==> src/rtl/core/mcp_pkg.sv <==
// Shared types for the max consistent prefix topological order block.
package mcp_pkg;

  localparam int unsigned NODE_W = 7;

  typedef struct packed {
    logic in_ready;
    logic srch_init;
    logic chk_trial;
    logic clr_step;
    logic walk_cnt;
    logic elem_rd;
    logic elem_eval;
    logic deg_upd;
    logic scan_start;
    logic scan_rd;
    logic scan_eval;
    logic find_init;
    logic find_step;
    logic take;
    logic trial_end;
    logic emit_start;
    logic out_none;
    logic best_rd;
    logic out_load;
    logic out_next;
    logic run_clear;
  } mcp_cmd_t;

  typedef struct packed {
    logic in_last;
    logic out_fire;
    logic out_last;
    logic clr_last;
    logic walk_end;
    logic walk_src;
    logic pair_hit;
    logic scan_last;
    logic ready_empty;
    logic bit_set;
    logic search_open;
    logic none_found;
  } mcp_stat_t;

endpackage

==> src/rtl/core/mcp_ctrl.sv <==
// Sequencer for load, binary search, Kahn trials and result emission.
module mcp_ctrl (
  input  logic              clk,
  input  logic              rst_n,
  input  mcp_pkg::mcp_stat_t stat_i,
  output mcp_pkg::mcp_cmd_t  cmd_o
);
  import mcp_pkg::*;

  localparam logic [4:0] S_IDLE  = 5'd0;
  localparam logic [4:0] S_INIT  = 5'd1;
  localparam logic [4:0] S_CHK   = 5'd2;
  localparam logic [4:0] S_CLR   = 5'd3;
  localparam logic [4:0] S_WRD   = 5'd4;
  localparam logic [4:0] S_WEL   = 5'd5;
  localparam logic [4:0] S_WUPD  = 5'd6;
  localparam logic [4:0] S_SRD   = 5'd7;
  localparam logic [4:0] S_SEV   = 5'd8;
  localparam logic [4:0] S_PICK  = 5'd9;
  localparam logic [4:0] S_FIND  = 5'd10;
  localparam logic [4:0] S_TEND  = 5'd11;
  localparam logic [4:0] S_ORD   = 5'd12;
  localparam logic [4:0] S_OLD   = 5'd13;
  localparam logic [4:0] S_OWAIT = 5'd14;

  logic [4:0] state_r, state_nxt;

  always_ff @(posedge clk) begin
    if (!rst_n) begin
      state_r <= S_IDLE;
    end else begin
      state_r <= state_nxt;
    end
  end

  always_comb begin
    cmd_o     = '0;
    state_nxt = state_r;
    unique case (state_r)
      S_IDLE: begin
        cmd_o.in_ready = 1'b1;
        if (stat_i.in_last) begin
          state_nxt = S_INIT;
        end
      end
      S_INIT: begin
        cmd_o.srch_init = 1'b1;
        state_nxt = S_CHK;
      end
      S_CHK: begin
        if (stat_i.search_open) begin
          cmd_o.chk_trial = 1'b1;
          state_nxt = S_CLR;
        end else begin
          cmd_o.emit_start = 1'b1;
          if (stat_i.none_found) begin
            cmd_o.out_none = 1'b1;
            state_nxt = S_OWAIT;
          end else begin
            state_nxt = S_ORD;
          end
        end
      end
      S_CLR: begin
        cmd_o.clr_step = 1'b1;
        if (stat_i.clr_last) begin
          cmd_o.walk_cnt = 1'b1;
          state_nxt = S_WRD;
        end
      end
      S_WRD: begin
        if (stat_i.walk_end) begin
          if (stat_i.walk_src) begin
            state_nxt = S_PICK;
          end else begin
            cmd_o.scan_start = 1'b1;
            state_nxt = S_SRD;
          end
        end else begin
          cmd_o.elem_rd = 1'b1;
          state_nxt = S_WEL;
        end
      end
      S_WEL: begin
        cmd_o.elem_eval = 1'b1;
        state_nxt = stat_i.pair_hit ? S_WUPD : S_WRD;
      end
      S_WUPD: begin
        cmd_o.deg_upd = 1'b1;
        state_nxt = S_WRD;
      end
      S_SRD: begin
        cmd_o.scan_rd = 1'b1;
        state_nxt = S_SEV;
      end
      S_SEV: begin
        cmd_o.scan_eval = 1'b1;
        state_nxt = stat_i.scan_last ? S_PICK : S_SRD;
      end
      S_PICK: begin
        if (stat_i.ready_empty) begin
          state_nxt = S_TEND;
        end else begin
          cmd_o.find_init = 1'b1;
          state_nxt = S_FIND;
        end
      end
      S_FIND: begin
        if (stat_i.bit_set) begin
          cmd_o.take = 1'b1;
          state_nxt = S_WRD;
        end else begin
          cmd_o.find_step = 1'b1;
        end
      end
      S_TEND: begin
        cmd_o.trial_end = 1'b1;
        state_nxt = S_CHK;
      end
      S_ORD: begin
        cmd_o.best_rd = 1'b1;
        state_nxt = S_OLD;
      end
      S_OLD: begin
        cmd_o.out_load = 1'b1;
        state_nxt = S_OWAIT;
      end
      S_OWAIT: begin
        if (stat_i.out_fire) begin
          cmd_o.out_next = 1'b1;
          if (stat_i.out_last) begin
            cmd_o.run_clear = 1'b1;
            state_nxt = S_IDLE;
          end else begin
            state_nxt = S_ORD;
          end
        end
      end
      default: state_nxt = S_IDLE;
    endcase
  end

endmodule

==> config.mk <==
export PLATFORM = sky130hd
export DESIGN_NAME = mcp_ctrl
export DESIGN_NICKNAME = d
export VERILOG_FILES = /design/src/rtl/core/mcp_pkg.sv /design/src/rtl/core/mcp_ctrl.sv
export SDC_FILE = /design/constraint.sdc
export NUM_CORES = 1
export LEC_CHECK = 0
export BUFFER_PORTS_ARGS = -buffer_cell sky130_fd_sc_hd__buf_2
export CORE_MARGIN = 5
export CORE_UTILIZATION = 38
export DETAILED_ROUTE_END_ITERATION = 10
export PLACE_DENSITY = 0.82
export RECOVER_POWER = 25
export SYNTH_ARGS = -nofsm -noshare
export SYNTH_HDL_FRONTEND = slang
export SYNTH_SLANG_ARGS = --single-unit
==> constraint.sdc <==
create_clock -name clk -period 1.3 [get_ports clk]
set_input_delay 0.26 -clock clk [delete_from_list [all_inputs] [get_ports clk]]
set_output_delay 0.26 -clock clk [all_outputs]
set_load 0.02 [all_outputs]
==> impl_results.md, run 1 <==
- Status: did not finish
- Failing step: global routing (5_1_grt)
- Tool error: [ERROR DPL-0038] Utilization greater than 100%, impossible to legalize
- Initial core utilization: 39.62%
- Synth Register Bits: 4
- Syn Inst Count: 86
- Top cells by count, synth: 14 x nor2_1, 9 x nor3_1, 6 x inv_1, 6 x nand2_1, 4 x dfxtp_1
- DP HPWL: 1843 um
- Async SR Flop Fraction: 0%
- Inst Count DP: 151
- Mapped Nets: 100
- Top Ports: 35
- Top-count cell post-synth: nor2_1
- Yosys top cell area share: 13.42%
- RePlAce Congestion: 0.8713
- Synthesized area per cell: 6.940 um^2
- CTS Root Cell: clkbuf_4
- Most common flop cell mapped by yosys: dfxtp_1
- Htree depth: 1
- Synth Warn #: 0
- Clock sinks: 4
- Worst_ep grt: cmd_o[4]
- Worst endpoint type: output port
- Sequential element share of the synthesized area: 13.42%
- Post-synth EDFFs: 0
- Dpl cell area: 1036 um^2
- Mapped Area: 596.8 um^2
- Die width: 49.63 um
- Synth area leader: dfxtp_1
- CTS Buffer Depth: 2
- Largest net degree at the start of global routing: 14
- Synth top area cells: dfxtp_1 13%, nor2_1 8.8%, nor3_1 7.5%, a21boi_1 3.8%, inv_1 3.8%
- PortBufs: 34
- Num CTS Buffers: 3
- Netlist cell types: 38
- DIE HEIGHT: 49.63 um
- Site row count: 14
-- per-stage QoR --
step           hold WS (ps)  setup WS, ps
2_1_floorplan         394.0        -267.4
3_3_place_gp          540.6        -218.0
3_5_place_dp          551.3        -256.0
4_1_cts               308.2        -453.0
-- what timing repair did --
item / 4_1_cts
endpoints found under the setup margin: 25
hold buffers: 0
resized for setup: 47
gates cloned: 1
pin swaps: 9
buffers inserted: 10
-- cells by family after synthesis --
group	synth area share, %
DFF	13.42
buffers and inverters	9.433
muxes	1.677
AOI/OAI and AO/OA	29.98
and+or+nand+nor	45.49
==> inputs of run 2 (changes only) <==
CORE_AREA = 5 5 66 68   (was unset)
CORE_MARGIN = unset   (was 5)
CORE_UTILIZATION = unset   (was 38)
DIE_AREA = 0 0 71 73   (was unset)
PLACE_DENSITY = unset   (was 0.82)
PLACE_DENSITY_LB_ADDON = 0.15   (was unset)
clock period = 1.69 ns   (was 1.3 ns; I/O delays follow)
==> run 2 against run 1 <==
Compared with the run above: synthesized area did not move; the flow now finishes, with violations (setup timing); synthesized cell count unchanged.
==> impl_results.md, run 2 <==
- Logic gate share of total power: 74.0%
- Synth Register Bits: 4 (unchanged)
- MaxCap Viol Count: 0
- Latest clock arrival within the worst-skew pair: 210 ps
- Netlist cell types: 38 (unchanged)
- Most frequent cells in the layout: 22 x buf_4, 20 x buf_2, 10 x nor2_1, 10 x buf_6
- Leak: 0.5489 nW
- Vias per cell: 4.476
- Core area: 3799 um^2
- FF-to-FF path depth: 5
- Commonest non-fill, non-tap cell in the layout: buf_4
- Critical Path End Type: output port
- Synth top area cells: dfxtp_1 13%, nor2_1 8.8%, nor3_1 7.5%, a21boi_1 3.8%, inv_1 3.8%
- DRT Pass-1 Iters: 4
- Min-delay src: rst_n
- Initial core utilization: 15.71% (-24 points)
- CTS tree: yes
- Critical path arrival: 1490 ps
- WS Path Type: flop to output port
- Post-synth EDFFs: 0 (unchanged)
- Least-Margin Pin Slew: 417.6 ps
- CTS Root Cell: clkbuf_8
- Via count: 846
- Switching pwr: 633.7 uW
- DRC viols: 0
- Fmax: 548.0 MHz
- GRT Total Usage: 9.388%
- Die width: 71 um (+43%)
- Hold path endpoint: state_r[2]$_SDFFE_PN0P_
- Inst Count DP: 180 (+19%)
- Most common flop cell mapped by yosys: dfxtp_1
- Fin nets: 155
- Crit share post-route: 108.0%
- Clock network power share: 13.8%
- RSZ-0062 raised after global routing: true
- Syn Inst Count: 86 (unchanged)
- Final WL: 2438 um
- Clock sinks: 4 (unchanged)
- Synth area leader: dfxtp_1
- Async SR Flop Fraction: 0% (unchanged)
- Largest net degree at the start of global routing: 12
- Mapped Nets: 100 (unchanged)
- WHS: 407.5 ps
- Sw Ratio: 44.16%
- Failing checks: setup timing
- Area Growth Syn to Fin: 100.2%
- Final std cells w/o fill: 189
- Final Slew Violations: 0
- Reg power frac: 12.2%
- PwrDens: 1201 nW/um^2
- FF-to-FF setup slack: 80 ps
- Hold depth: 2
- Setup crit start kind: flop
- Site row count: 23 (+9)
- Pre-CTS WS: 11.61 ps (+267.6 ps)
- Worst-path clk slew: 30 ps
- Internal cell power: 801.5 uW
- Top-count cell post-synth: nor2_1
- Top cells by count, synth: 14 x nor2_1, 9 x nor3_1, 6 x inv_1, 6 x nand2_1, 4 x dfxtp_1
- Slew headroom: 71.95%
- Setup WS post-layout: -134.7 ps
- DIE HEIGHT: 73 um (+47%)
- Status: finished with violations
- DIE AREA: 5183 um^2
- First DRT Iteration DRCs: 6
- RR Endpoint: state_r[3]$_SDFFE_PN0P_
- Number of global-route vias before repair: 856
- Mapped Area: 596.8 um^2 (unchanged)
- Fillcell total: 435
- Fin crit period: 1825 ps
- Initial antenna violation count: 0
- DP HPWL: 1980 um (+7.4%)
- Num CTS Buffers: 3 (unchanged)
- CTS Buffer Depth: 2 (unchanged)
- Antenna diodes: 0
- RePlAce Congestion: 0.7904 (-9.3%)
- Share of cells above drive strength 1: 62.59%
- Synthesized area per cell: 6.940 um^2 (unchanged)
- Hold-fix buffers, CTS: 0 (unchanged)
- Setup TNS: -449.0 ps
- Setup Skew: 0.5293 ps
- Final setup fails: 5
- PortBufs: 34 (unchanged)
- Worst EP required: 1350 ps
- Peak supply drop: 0.0002888 V
- Htree depth: 1 (unchanged)
- First-pass GRT wire length: 3974 um
- Final Hold Fails: 0
- Largest regs: state_r (4)
- Largest register by flop count: state_r
- DR WL/cell: 12.90 um
- Top Ports: 35 (unchanged)
- Sequential element share of the synthesized area: 13.42% (unchanged)
- Yosys top cell area share: 13.42% (unchanged)
- Crit Path Max Fanout: 5
- Flip-flop count of the largest register after layout: 4
- Worst r2r src: state_r[0]$_SDFFE_PN0P_
- Synth Warn #: 0 (unchanged)
- GRT overflow: 0
- Hold Path Class: input port to flop
- Antenna viol nets, final: 0
==> run 2: how the worst max path moves through the flow <==
stage	startpoint	depth (start not counted)	to
detailed placement	state_r[1]$_SDFFE_PN0P_	5	state_r[2]$_SDFFE_PN0P_
global placement	state_r[2]$_SDFFE_PN0P_	5	state_r[1]$_SDFFE_PN0P_
floorplan	state_r[1]$_SDFFE_PN0P_	4	cmd_o[4]
CTS	state_r[0]$_SDFFE_PN0P_	4	cmd_o[4]
global route	state_r[1]$_SDFFE_PN0P_	3	cmd_o[12]
finish	state_r[0]$_SDFFE_PN0P_	4	cmd_o[4]
==> run 2: power groups by stage <==
stage | Clock [mW] | Sequential, mW | Combinational, mW
detailed placement | 0 | 0.165 | 0.829
finish | 0.198 | 0.176 | 1.06
CTS | 0.204 | 0.176 | 0.949
floorplan | 0 | 0.158 | 0.528
global placement | 0 | 0.163 | 0.830
global route | 0.211 | 0.183 | 1.15
==> run 2: logic make-up (layout without fill, tap and decap cells) <==
logic type	after synthesis	after routing	share of synthesized area [%]
and+or+nand+nor	48	48	45.49
buffers and inverters	12	65	9.433
muxes	1	1	1.677
DFF	4	4	13.42
AOI/OAI and AO/OA	21	21	29.98
==> run 2: metal layers <==
| metal | part of all wire, % | global-route usage [%] | vias to the layer above |
|---|---|---|---|
| li1 | - | - | 426 |
| met1 | 46 | 12.06 | 394 |
| met2 | 49 | 16.48 | 24 |
| met3 | 4.0 | 0.4132 | 2 |
| met4 | 0.74 | 3.758 | 0 |
| met5 | 0 | 0 | - |
==> run 2: final cells by class <==
cell class | instances | area (um^2) | share of cell area, %
multi-input combinational | 70 | 568.0 | 47.54
tap | 50 | 62.56 | 5.236
inverter | 6 | 22.52 | 1.885
sequential | 4 | 87.58 | 7.330
timing repair buffer | 56 | 412.9 | 34.55
clock buffer | 3 | 41.29 | 3.455
==> run 2: metrics by stage <==
stage	total power [mW]	util, %	cell area (um^2)
5_1_grt	1.540	31.46	1195
3_5_place_dp	0.9940	24.64	935.9
2_1_floorplan	0.6854	-	604.3
3_3_place_gp	0.9926	24.64	935.9
6_report	1.435	31.46	1195
4_1_cts	1.329	28.89	1097
==> run 2: timing repair <==
| item | 4_1_cts | 5_1_grt |
|---|---|---|
| gates resized for setup | 28 | 22 |
| setup endpoints to repair | 14 | 17 |
| pin swaps | 6 | 5 |
| setup buffers | 4 | 3 |
==> run 2: critical path, cell delays in order, from the launching register on <==
cell and delay [ps]:
dfxtp_2 330, or4b_4 580, nor2_4 110, and2_4 150, buf_6 100
Power figures use the tool's default switching activity.
